**config.mk**
```make
export PLATFORM = sky130hd
export DESIGN_NAME = ffra_ctrl_flat
export DESIGN_NICKNAME = d
export VERILOG_FILES = /design/src/design/ffra_pkg.sv /design/src/design/ffra_req_if.sv /design/src/design/ffra_rsp_if.sv /design/src/design/ffra_ctrl.sv /design/src/flat_wrapper.sv
export SDC_FILE = /design/constraint.sdc
export NUM_CORES = 1
export LEC_CHECK = 0
export BUFFER_PORTS_ARGS = -buffer_cell sky130_fd_sc_hd__buf_4
export CAP_MARGIN = 20
export CORE_MARGIN = 2
export CORE_UTILIZATION = 43
export CTS_CLUSTER_DIAMETER = 80
export DETAILED_ROUTE_END_ITERATION = 10
export PLACE_DENSITY_LB_ADDON = 0.2
export SLEW_MARGIN = 20
export SYNTH_ARGS = -nofsm -noshare
export SYNTH_HDL_FRONTEND = slang
export SYNTH_SLANG_ARGS = --single-unit
```
**constraint.sdc**
```tcl
create_clock -name i_clk -period 6.18 [get_ports i_clk]
set_input_delay 0.309 -clock i_clk [delete_from_list [all_inputs] [get_ports i_clk]]
set_output_delay 0.309 -clock i_clk [all_outputs]
set_load 0.1 [all_outputs]
```
**src/design/ffra_pkg.sv**
```systemverilog
// ----------------------------------------------------------------------------
// ffra_pkg
// Shared sizes, codes, state type and result record of the first-fit run
// allocator.
// ----------------------------------------------------------------------------
package ffra_pkg;

    localparam int POOL_ENTRIES = 4096;
    localparam int SLOT_COUNT   = 64;
    localparam int GROUP_SIZE   = 64;

    localparam int IDX_W  = 12;
    localparam int SLOT_W = 6;
    localparam int LEN_W  = 13;
    localparam int GRP_W  = 7;
    localparam int BND_W  = 2 * IDX_W;

    localparam logic REQ_ALLOC   = 1'b0;
    localparam logic REQ_RELEASE = 1'b1;

    typedef enum logic [3:0] {
        ST_CLEAR,
        ST_IDLE,
        ST_SLOT,
        ST_SCAN,
        ST_MARK,
        ST_RD_BND,
        ST_GET_BND,
        ST_FREE,
        ST_DONE
    } t_state;

    typedef struct packed {
        logic              ok;
        logic [SLOT_W-1:0] owner_slot;
        logic [IDX_W-1:0]  first_index;
        logic [IDX_W-1:0]  last_index;
        logic [GRP_W-1:0]  group_count;
    } t_rsp;

endpackage

```
**src/design/ffra_req_if.sv**
```systemverilog
// ----------------------------------------------------------------------------
// ffra_req_if
// Request channel: valid, ready and one allocate or release request.
// ----------------------------------------------------------------------------
interface ffra_req_if;
    logic                        valid;
    logic                        ready;
    logic                        req_type;
    logic [ffra_pkg::LEN_W-1:0]  run_length;
    logic [ffra_pkg::SLOT_W-1:0] release_slot;

    modport source (output valid, output req_type, output run_length,
                    output release_slot, input ready);
    modport sink   (input valid, input req_type, input run_length,
                    input release_slot, output ready);
endinterface

```
**src/design/ffra_rsp_if.sv**
```systemverilog
// ----------------------------------------------------------------------------
// ffra_rsp_if
// Result channel: valid, ready and the answer to one request.
// ----------------------------------------------------------------------------
interface ffra_rsp_if;
    logic                        valid;
    logic                        ready;
    logic                        ok;
    logic [ffra_pkg::SLOT_W-1:0] owner_slot;
    logic [ffra_pkg::IDX_W-1:0]  first_index;
    logic [ffra_pkg::IDX_W-1:0]  last_index;
    logic [ffra_pkg::GRP_W-1:0]  group_count;

    modport source (output valid, output ok, output owner_slot, output first_index,
                    output last_index, output group_count, input ready);
    modport sink   (input valid, input ok, input owner_slot, input first_index,
                    input last_index, input group_count, output ready);
endinterface

```
**src/design/ffra_ctrl.sv**
```systemverilog
// ----------------------------------------------------------------------------
// ffra_ctrl
// Sequencer of the allocator: clears the free map after reset, searches the
// owner slots, scans the free map, marks or frees runs and holds the result.
// ----------------------------------------------------------------------------
module ffra_ctrl (
    input  logic                        i_clk,
    input  logic                        i_rst_n,
    ffra_req_if.sink                    i_req,
    ffra_rsp_if.source                  o_rsp,
    output logic                        o_map_we,
    output logic [ffra_pkg::IDX_W-1:0]  o_map_waddr,
    output logic                        o_map_wdata,
    output logic                        o_map_re,
    output logic [ffra_pkg::IDX_W-1:0]  o_map_raddr,
    input  logic                        i_map_rdata,
    output logic                        o_bnd_we,
    output logic [ffra_pkg::SLOT_W-1:0] o_bnd_addr,
    output logic [ffra_pkg::BND_W-1:0]  o_bnd_wdata,
    output logic                        o_bnd_re,
    input  logic [ffra_pkg::BND_W-1:0]  i_bnd_rdata
);
    import ffra_pkg::*;

    t_state              r_state, n_state;
    logic [LEN_W-1:0]    r_len, n_len;
    logic [SLOT_W-1:0]   r_slot, n_slot;
    logic [LEN_W-1:0]    r_iss, n_iss;
    logic                r_pv, n_pv;
    logic [IDX_W-1:0]    r_pidx, n_pidx;
    logic [LEN_W-1:0]    r_run, n_run;
    logic [IDX_W-1:0]    r_first, n_first;
    logic [IDX_W-1:0]    r_last, n_last;
    logic [IDX_W-1:0]    r_ptr, n_ptr;
    logic                r_ok, n_ok;
    logic [SLOT_COUNT-1:0] r_busy, n_busy;
    logic                r_out_valid, n_out_valid;
    t_rsp                r_out, n_out;

    logic                req_xfer;
    logic                out_free;
    logic [LEN_W-1:0]    run_next;
    logic                hit;
    logic [LEN_W-1:0]    first_calc;
    logic [LEN_W-1:0]    run_size;
    logic [LEN_W-1:0]    grp_sum;
    logic [GRP_W-1:0]    grp;

    assign req_xfer   = i_req.valid && i_req.ready;
    assign out_free   = !r_out_valid || o_rsp.ready;
    assign run_next   = i_map_rdata ? '0 : r_run + LEN_W'(1);
    assign hit        = r_pv && (run_next >= r_len);
    assign first_calc = {1'b0, r_pidx} + LEN_W'(1) - r_len;
    assign run_size   = {1'b0, r_last} - {1'b0, r_first} + LEN_W'(1);
    assign grp_sum    = run_size + LEN_W'(GROUP_SIZE - 1);
    assign grp        = GRP_W'(grp_sum / GROUP_SIZE);

    always_comb begin
        n_state = r_state;
        case (r_state)
            ST_CLEAR: begin
                if (r_ptr == IDX_W'(POOL_ENTRIES - 1)) n_state = ST_IDLE;
            end
            ST_IDLE: begin
                if (req_xfer) begin
                    if (i_req.req_type == REQ_ALLOC) begin
                        n_state = (i_req.run_length == '0) ? ST_DONE : ST_SLOT;
                    end else begin
                        n_state = r_busy[i_req.release_slot] ? ST_RD_BND : ST_DONE;
                    end
                end
            end
            ST_SLOT: begin
                if (!r_busy[r_slot]) n_state = ST_SCAN;
                else if (r_slot == SLOT_W'(SLOT_COUNT - 1)) n_state = ST_DONE;
            end
            ST_SCAN: begin
                if (hit) n_state = ST_MARK;
                else if (r_pv && r_pidx == IDX_W'(POOL_ENTRIES - 1)) n_state = ST_DONE;
            end
            ST_MARK: begin
                if (r_ptr == r_last) n_state = ST_DONE;
            end
            ST_RD_BND:  n_state = ST_GET_BND;
            ST_GET_BND: n_state = ST_FREE;
            ST_FREE: begin
                if (r_ptr == r_last) n_state = ST_DONE;
            end
            ST_DONE: begin
                if (out_free) n_state = ST_IDLE;
            end
            default: n_state = ST_CLEAR;
        endcase
    end

    always_comb begin
        n_len       = r_len;
        n_slot      = r_slot;
        n_iss       = r_iss;
        n_pv        = r_pv;
        n_pidx      = r_pidx;
        n_run       = r_run;
        n_first     = r_first;
        n_last      = r_last;
        n_ptr       = r_ptr;
        n_ok        = r_ok;
        n_busy      = r_busy;
        n_out_valid = r_out_valid;
        n_out       = r_out;
        i_req.ready = 1'b0;
        o_map_we    = 1'b0;
        o_map_waddr = r_ptr;
        o_map_wdata = 1'b0;
        o_map_re    = 1'b0;
        o_map_raddr = r_iss[IDX_W-1:0];
        o_bnd_we    = 1'b0;
        o_bnd_addr  = r_slot;
        o_bnd_wdata = {r_first, r_last};
        o_bnd_re    = 1'b0;

        if (r_out_valid && o_rsp.ready) n_out_valid = 1'b0;

        case (r_state)
            ST_CLEAR: begin
                o_map_we = 1'b1;
                n_ptr    = r_ptr + IDX_W'(1);
            end
            ST_IDLE: begin
                i_req.ready = 1'b1;
                if (req_xfer) begin
                    n_len  = i_req.run_length;
                    n_slot = (i_req.req_type == REQ_ALLOC) ? '0 : i_req.release_slot;
                    n_iss  = '0;
                    n_pv   = 1'b0;
                    n_run  = '0;
                    n_ok   = 1'b0;
                end
            end
            ST_SLOT: begin
                if (r_busy[r_slot] && r_slot != SLOT_W'(SLOT_COUNT - 1)) begin
                    n_slot = r_slot + SLOT_W'(1);
                end
            end
            ST_SCAN: begin
                if (r_iss < LEN_W'(POOL_ENTRIES)) begin
                    o_map_re = 1'b1;
                    n_iss    = r_iss + LEN_W'(1);
                    n_pv     = 1'b1;
                    n_pidx   = r_iss[IDX_W-1:0];
                end else begin
                    n_pv = 1'b0;
                end
                if (r_pv) n_run = run_next;
                if (hit) begin
                    n_first = first_calc[IDX_W-1:0];
                    n_ptr   = first_calc[IDX_W-1:0];
                    n_last  = r_pidx;
                end
            end
            ST_MARK: begin
                o_map_we    = 1'b1;
                o_map_wdata = 1'b1;
                n_ptr       = r_ptr + IDX_W'(1);
                if (r_ptr == r_last) begin
                    o_bnd_we       = 1'b1;
                    n_busy[r_slot] = 1'b1;
                    n_ok           = 1'b1;
                end
            end
            ST_RD_BND: begin
                o_bnd_re = 1'b1;
            end
            ST_GET_BND: begin
                n_first        = i_bnd_rdata[BND_W-1:IDX_W];
                n_last         = i_bnd_rdata[IDX_W-1:0];
                n_ptr          = i_bnd_rdata[BND_W-1:IDX_W];
                n_busy[r_slot] = 1'b0;
                n_ok           = 1'b1;
            end
            ST_FREE: begin
                o_map_we = 1'b1;
                n_ptr    = r_ptr + IDX_W'(1);
            end
            ST_DONE: begin
                if (out_free) begin
                    n_out_valid = 1'b1;
                    if (r_ok) begin
                        n_out.ok          = 1'b1;
                        n_out.owner_slot  = r_slot;
                        n_out.first_index = r_first;
                        n_out.last_index  = r_last;
                        n_out.group_count = grp;
                    end else begin
                        n_out = '0;
                    end
                end
            end
            default: begin
            end
        endcase
    end

    always_ff @(posedge i_clk) begin
        if (!i_rst_n) begin
            r_state     <= ST_CLEAR;
            r_ptr       <= '0;
            r_busy      <= '0;
            r_out_valid <= 1'b0;
            r_pv        <= 1'b0;
            r_ok        <= 1'b0;
        end else begin
            r_state     <= n_state;
            r_ptr       <= n_ptr;
            r_busy      <= n_busy;
            r_out_valid <= n_out_valid;
            r_pv        <= n_pv;
            r_ok        <= n_ok;
        end
    end

    always_ff @(posedge i_clk) begin
        r_len   <= n_len;
        r_slot  <= n_slot;
        r_iss   <= n_iss;
        r_pidx  <= n_pidx;
        r_run   <= n_run;
        r_first <= n_first;
        r_last  <= n_last;
        r_out   <= n_out;
    end

    assign o_rsp.valid       = r_out_valid;
    assign o_rsp.ok          = r_out.ok;
    assign o_rsp.owner_slot  = r_out.owner_slot;
    assign o_rsp.first_index = r_out.first_index;
    assign o_rsp.last_index  = r_out.last_index;
    assign o_rsp.group_count = r_out.group_count;

endmodule

```
**src/flat_wrapper.sv**
```systemverilog
// flat-port wrapper written by rule: the top's interface ports become plain ports
module ffra_ctrl_flat import ffra_pkg::*;
  (i_clk, i_rst_n, o_map_we, o_map_waddr, o_map_wdata, o_map_re, o_map_raddr, i_map_rdata, o_bnd_we, o_bnd_addr, o_bnd_wdata, o_bnd_re, i_bnd_rdata, i_req_valid, i_req_req_type, i_req_run_length, i_req_release_slot, i_req_ready, o_rsp_valid, o_rsp_ok, o_rsp_owner_slot, o_rsp_first_index, o_rsp_last_index, o_rsp_group_count, o_rsp_ready);
  ffra_req_if i_req_i ();
  ffra_rsp_if o_rsp_i ();
  input  logic i_clk;
  input  logic i_rst_n;
  output logic o_map_we;
  output logic [ffra_pkg::IDX_W-1:0] o_map_waddr;
  output logic o_map_wdata;
  output logic o_map_re;
  output logic [ffra_pkg::IDX_W-1:0] o_map_raddr;
  input  logic i_map_rdata;
  output logic o_bnd_we;
  output logic [ffra_pkg::SLOT_W-1:0] o_bnd_addr;
  output logic [ffra_pkg::BND_W-1:0] o_bnd_wdata;
  output logic o_bnd_re;
  input  logic [ffra_pkg::BND_W-1:0] i_bnd_rdata;
  input wire logic [$bits(i_req_i.valid)-1:0] i_req_valid;
  input wire logic [$bits(i_req_i.req_type)-1:0] i_req_req_type;
  input wire logic [$bits(i_req_i.run_length)-1:0] i_req_run_length;
  input wire logic [$bits(i_req_i.release_slot)-1:0] i_req_release_slot;
  output wire logic [$bits(i_req_i.ready)-1:0] i_req_ready;
  output wire logic [$bits(o_rsp_i.valid)-1:0] o_rsp_valid;
  output wire logic [$bits(o_rsp_i.ok)-1:0] o_rsp_ok;
  output wire logic [$bits(o_rsp_i.owner_slot)-1:0] o_rsp_owner_slot;
  output wire logic [$bits(o_rsp_i.first_index)-1:0] o_rsp_first_index;
  output wire logic [$bits(o_rsp_i.last_index)-1:0] o_rsp_last_index;
  output wire logic [$bits(o_rsp_i.group_count)-1:0] o_rsp_group_count;
  input wire logic [$bits(o_rsp_i.ready)-1:0] o_rsp_ready;
  assign i_req_i.valid = i_req_valid;
  assign i_req_i.req_type = i_req_req_type;
  assign i_req_i.run_length = i_req_run_length;
  assign i_req_i.release_slot = i_req_release_slot;
  assign i_req_ready = i_req_i.ready;
  assign o_rsp_valid = o_rsp_i.valid;
  assign o_rsp_ok = o_rsp_i.ok;
  assign o_rsp_owner_slot = o_rsp_i.owner_slot;
  assign o_rsp_first_index = o_rsp_i.first_index;
  assign o_rsp_last_index = o_rsp_i.last_index;
  assign o_rsp_group_count = o_rsp_i.group_count;
  assign o_rsp_i.ready = o_rsp_ready;
  ffra_ctrl u_core (.i_clk(i_clk), .i_rst_n(i_rst_n), .i_req(i_req_i), .o_rsp(o_rsp_i), .o_map_we(o_map_we), .o_map_waddr(o_map_waddr), .o_map_wdata(o_map_wdata), .o_map_re(o_map_re), .o_map_raddr(o_map_raddr), .i_map_rdata(i_map_rdata), .o_bnd_we(o_bnd_we), .o_bnd_addr(o_bnd_addr), .o_bnd_wdata(o_bnd_wdata), .o_bnd_re(o_bnd_re), .i_bnd_rdata(i_bnd_rdata));
endmodule
```
* Word-level counts from Yosys, hierarchy flattened
Cells that the tools add are included.
** Operators by class
- Muxes and demuxes :: 51
- Magnitude comparators :: 5
- $add $sub $neg :: 9
- Bitwise gates (word level) :: 3
- Eq/ne operators :: 24
- Reduce and logical (&&, ||, !) cells :: 30
** Operators by type and width (number)
- case mux 64 bit (2 select lines) :: 1
- AND 64 bit :: 1
- two-way mux 64 bit :: 1
- NOT 64 bit :: 1
- OR 64 bit :: 1
- two-way mux 13 bit :: 4
- case mux 13 bit (2 select lines) :: 2
- case mux 12 bit (2 select lines) :: 2
- two-way mux 4 bit :: 11
- adder 13 x 1 -> 13 bit, second input constant :: 3
- two-way mux 38 bit :: 1
- case mux 12 bit (3 select lines) :: 1
- case mux 4 bit (8 select lines) :: 1
- adder 12 x 1 -> 12 bit, second input constant :: 2
- equality test 12 bit, second input constant :: 2
- two-way mux 12 bit :: 2
- two-way mux 6 bit :: 3
- inequality test 2 x 1 -> 1 bit, second input constant :: 9
- equality test 4 x 3 -> 1 bit, second input constant :: 4
- two-way mux 1 bit :: 16
- < comparator 6 x 7 -> 1 bit, second input constant :: 2
- AND reduction 2 bit :: 7
- adder 13 x 6 -> 13 bit, second input constant :: 1
- >= comparator 13 bit :: 1
- 29 further kinds :: 43
** Storage, ports and cells
- Output and inout port bits :: 99
- Logic and storage cells :: 140
- Flip-flop bits (word level) :: 202
- Input port bits :: 49

* Logic depth before layout (Yosys ltp)
- Depth in word-level cells :: 7
- Depth in mapped cells :: 16

* Worst setup path after synthesis
OpenSTA, ideal clock, no wires.
- Path type :: register to register
- Start :: register u_core.r_run[0]
- End :: register u_core.r_state[2]
- Path buffers :: 0
- Stages on the path, launching flop included :: 14
- Data required time :: 6.095 ns
- Path slack :: 1.780 ns
- Setup time :: 0.085 ns
- Clock period less this slack :: 4.400 ns
- Arrival :: 4.315 ns
- Path through :: edfxtp_1 ha_1 and3_1 and3_1 nand3_1 xor2_1 nor2_1 ha_1 a21oi_1 o211ai_1 a211oi_1 o31ai_1 a211oi_1 a211oi_2
** On the way
- Cells in the longest elaborated chain, start to end :: 6
** Ends and longest elaborated chain
- start, declared :: line ffra_ctrl.sv:31 : logic [LEN_W-1:0] r_run, n_run;
- start signal, assigned :: line ffra_ctrl.sv:226 : r_run <= n_run;
- adder 13 x 1 -> 13 bit (*) :: line ffra_ctrl.sv:51 : assign run_next = i_map_rdata ? '0 : r_run + LEN_W'(1);
- two-way mux 13 bit (*) :: line ffra_ctrl.sv:51
- via u_core.run_next[10] :: line ffra_ctrl.sv:42 : logic [LEN_W-1:0] run_next;
- >= comparator 13 bit (*) :: line ffra_ctrl.sv:52 : assign hit = r_pv && (run_next >= r_len);
- logical AND 1 bit (*) :: line ffra_ctrl.sv:52
- two-way mux 4 bit or inequality test 3 x 1 -> 1 bit (tied branches)
- case mux 4 bit (8 select lines) or AND reduction 6 bit (tied branches)
- end signal, assigned :: line ffra_ctrl.sv:212 : r_state <= n_state;
- end, declared :: line ffra_ctrl.sv:25 : t_state r_state, n_state;
Mark *: on every way through the listed nets, which the timed path passes. The rest lies on a longest branch.
A chain may end at the register's enable or synchronous reset.

* Worst setup path after layout
- Start :: register u_core.r_run[0]
- End :: register u_core.r_ptr[4] (netlist: u_core.o_map_waddr[4])
** On the way
- Cells in the longest elaborated chain, start to end :: 6
** Ends and longest elaborated chain
- adder 13 x 1 -> 13 bit :: line ffra_ctrl.sv:51
- two-way mux 13 bit :: line ffra_ctrl.sv:51
- via u_core.run_next[8] :: line ffra_ctrl.sv:42
- >= comparator 13 bit :: line ffra_ctrl.sv:52
- logical AND 1 bit :: line ffra_ctrl.sv:52
- inequality test 2 x 1 -> 1 bit (no source line)
- AND reduction 2 bit (no source line)
- end signal, assigned :: line ffra_ctrl.sv:213 : r_ptr <= n_ptr;
- end, declared :: line ffra_ctrl.sv:34 : logic [IDX_W-1:0] r_ptr, n_ptr;
The timed path passes the listed nets, and every way through them passes these cells.

==> flow_summary_export.csv <==
group,metric,value,unit
run_status,run_status,"completed",
timing,min_period,4.02,ns
floorplanning,die_w,166,µm
cts,clk_latency,0.53,ns
route,wl_met1,13700,µm
timing,slew_headroom,30.3,%
route,drc,0,
final_layout,filler_cell_count,2306,
cts,cts_tree,"built",
setup_path,end_kind,"register",
final_layout,antenna-diode-count,0,
grt,grt_max_degree,79,
grt,grt_pass1_wl,47000,µm
final_layout,syn2layout_area_growth,19.9,%
timing,setup_viol,0,
cts,post-cts-setup-buffers,0,
timing,finalSetupTns,0,ns
floorplanning,num_rows,59,
grt,grt.total_usage,21.0,%
timing,finalClockSkew,0.0188,ns
route,drtIter0Drc,566,
route,routed.top_layer,"met4",
logic_synthesis,postSynthAreaPerCell,10.1,µm²
setup_path,path_class,"register to register",
cts,clkTransAtPathRegs,0.06,ns
logic_synthesis,ys.flop_type,"edfxtp_1",
route,wl_met2,13100,µm
setup_path,cp-start-kind,"register",
floorplanning,io-pin-count,148,
timing,period_share,65.0,%
logic_synthesis,synth_edf_count,119,
setup_path,cp.required,6.61,ns
floorplanning,core,25900,µm²
floorplanning,die_y,166,µm
route,vias,8832,
timing,tightest_slew,1.04,ns
placement,finalWeightedCongestion,0.841,
cts,htree_levels,1,
logic_synthesis,syn-cell-area,11300,µm²
power_and_ir_drop,finalPower,0.00392,W
final_layout,nNetsFinal,1342,
route,vias_per_cell,5.57,
power_and_ir_drop,power_density,289,nW/µm²
route,postRouteAntennaNets,0,
grt,grt_pass1_vias,8426,
cts,cts_buffers,24,
timing,fmax,249,MHz
placement,hpwl,20700,µm
timing,whs,0.0421,ns
logic_synthesis,synth.distinct_cells,69,
placement,port_buffers,147,
logic_synthesis,synth_fp_nets,1228,
timing,rsz0062_at_grt,"no",
logic_synthesis,ys_seq_elements,202,
cts,cts.sinks,202,
setup_path,path_max_fanout,20,
logic_synthesis,syn_inst,1119,
logic_synthesis,ys_seq_area_share,46.3,%
logic_synthesis,yosysWarnings,0,
route,drtPass1Iterations,5,
timing,slew_viol_final,0,
setup_path,critical_path_arrival,4.45,ns
min_path,hold_class,"input port to register",
floorplanning,die_area,27600,µm²
logic_synthesis,ys_async_sr_fraction,0,%
grt,grt_antenna_before_repair,0,
cts,clock-root-buffer,"clkbuf_16",
route,wl_per_cell,18.7,µm
cts,cts_buffer_depth,3,
route,wl,29600,µm
timing,finalHoldViolCount,0,
floorplanning,start_util,43.7,%
run,cap_violations,0,
final_layout,layout-drive-gt1-share,19.7,%
power_and_ir_drop,ir_worst_vdd,0.203,mV
power_and_ir_drop,p_leak,5.13,nW
grt,gr-total-overflow,0,
route,wl_met3,2030,µm
==> logic make-up (layout without fill, tap and decap cells) <==
| logic type | count (synthesis) | count (layout) | share of synthesized area, % |
|---|---|---|---|
| AND/OR/NAND/NOR | 408 | 408 | 16.8 |
| AO/OA/AOI/OAI | 210 | 210 | 12.8 |
| flip-flops | 202 | 202 | 46.3 |
| buffers and inverters | 128 | 260 | 4.91 |
| adder cells (fa/ha/maj) | 60 | 60 | 6.70 |
| XOR/XNOR | 60 | 60 | 4.64 |
| multiplexers | 51 | 51 | 7.93 |
==> where the power goes <==
| group | total, W | switching, W | leakage, nW | internal, W |
|---|---|---|---|---|
| sequential | 0.00156 | 0.0000817 | 1.68 | 0.00148 |
| combinational | 0.000799 | 0.000567 | 3.03 | 0.000232 |
| clock | 0.00156 | 0.000582 | 0.426 | 0.000979 |
| total | 0.00392 | 0.00123 | 5.13 | 0.00269 |
==> cell usage after synthesis (26+ instances only) <==
library cell	instances	area, µm²
xor2_1	38	333
nand2_1	91	342
inv_1	43	161
a311oi_1	26	228
mux4_2	27	608
ha_1	59	738
o21ai_0	32	160
a211oi_1	43	323
edfxtp_1	119	3570
clkbuf_1	46	173
nand3_1	36	180
nor2_1	157	589
dfxtp_1	83	1660
a21oi_1	55	275
==> layout by cell type, fill, tap and decap left out, drive strengths merged, types with 38 or more instances in the layout <==
cell type,Yosys,routed
buf,35,157
nor2,157,157
edfxtp,119,119
nand2,92,92
dfxtp,83,83
ha,59,59
a21oi,55,55
inv,44,47
a211oi,44,44
xor2,38,38
==> worst paths after layout <==
path,from,to,slack [ns],cells past startpoint
hold / removal,i_bnd_rdata[9],u_core.r_last[9],0.04,3
hold reg to reg,register,register,0.51,2
setup / recovery,u_core.r_run[0],u_core.o_map_waddr[4],2.16,15
setup reg to reg,u_core.r_run[0],u_core.o_map_waddr[4],2.16,15
==> per-layer routing <==
metal,vias to the layer above,global-route usage (%)
li1,4313,-
met1,4168,30.5
met2,311,33.0
met3,40,3.34
met4,0,5.36
met5,-,0
==> through the flow <==
stage | utilization, % | std cells | cell area [µm²] | setup slack, ns
after floorplan | - | 1119 | 11300 | 1.78
after global routing | 52.3 | 1586 | 13600 | 1.79
final | 52.3 | 1586 | 13600 | 2.16
after detailed placement | 48.5 | 1529 | 12600 | 2.15
after CTS | 52.3 | 1586 | 13600 | 2.14
after global placement | 48.5 | 1529 | 12600 | 2.40
==> cell type report <==
class | instances | area (µm²) | area share, %
Clock inverter | 16 | 246 | 1.82
Multi-Input combinational cell | 789 | 5560 | 41.0
Inverter | 46 | 173 | 1.27
Tap cell | 335 | 419 | 3.09
Sequential cell | 202 | 5240 | 38.6
Timing Repair Buffer | 170 | 1310 | 9.65
Clock buffer | 28 | 626 | 4.61
==> repair_timing <==
action,in CTS,in global routing
hold buffers,13,0
hold endpoints to repair,13,0
resized for setup,0,0
==> worst max-delay path: stages, from the launching register on <==
cell       delay [ns]
edfxtp_1         0.42
ha_1             0.25
and3_1           0.20
and3_1           0.23
nand3_1          0.11
xor2_1           0.21
nor2_1           0.08
ha_1             0.33
a2111oi_0        0.49
o211ai_1         0.19
a211oi_1         0.41
nor2_1           0.17
a21oi_1          0.26
a21oi_1          0.06
buf_4            0.23
a311oi_1         0.26
(Power assumes the default switching activity.)
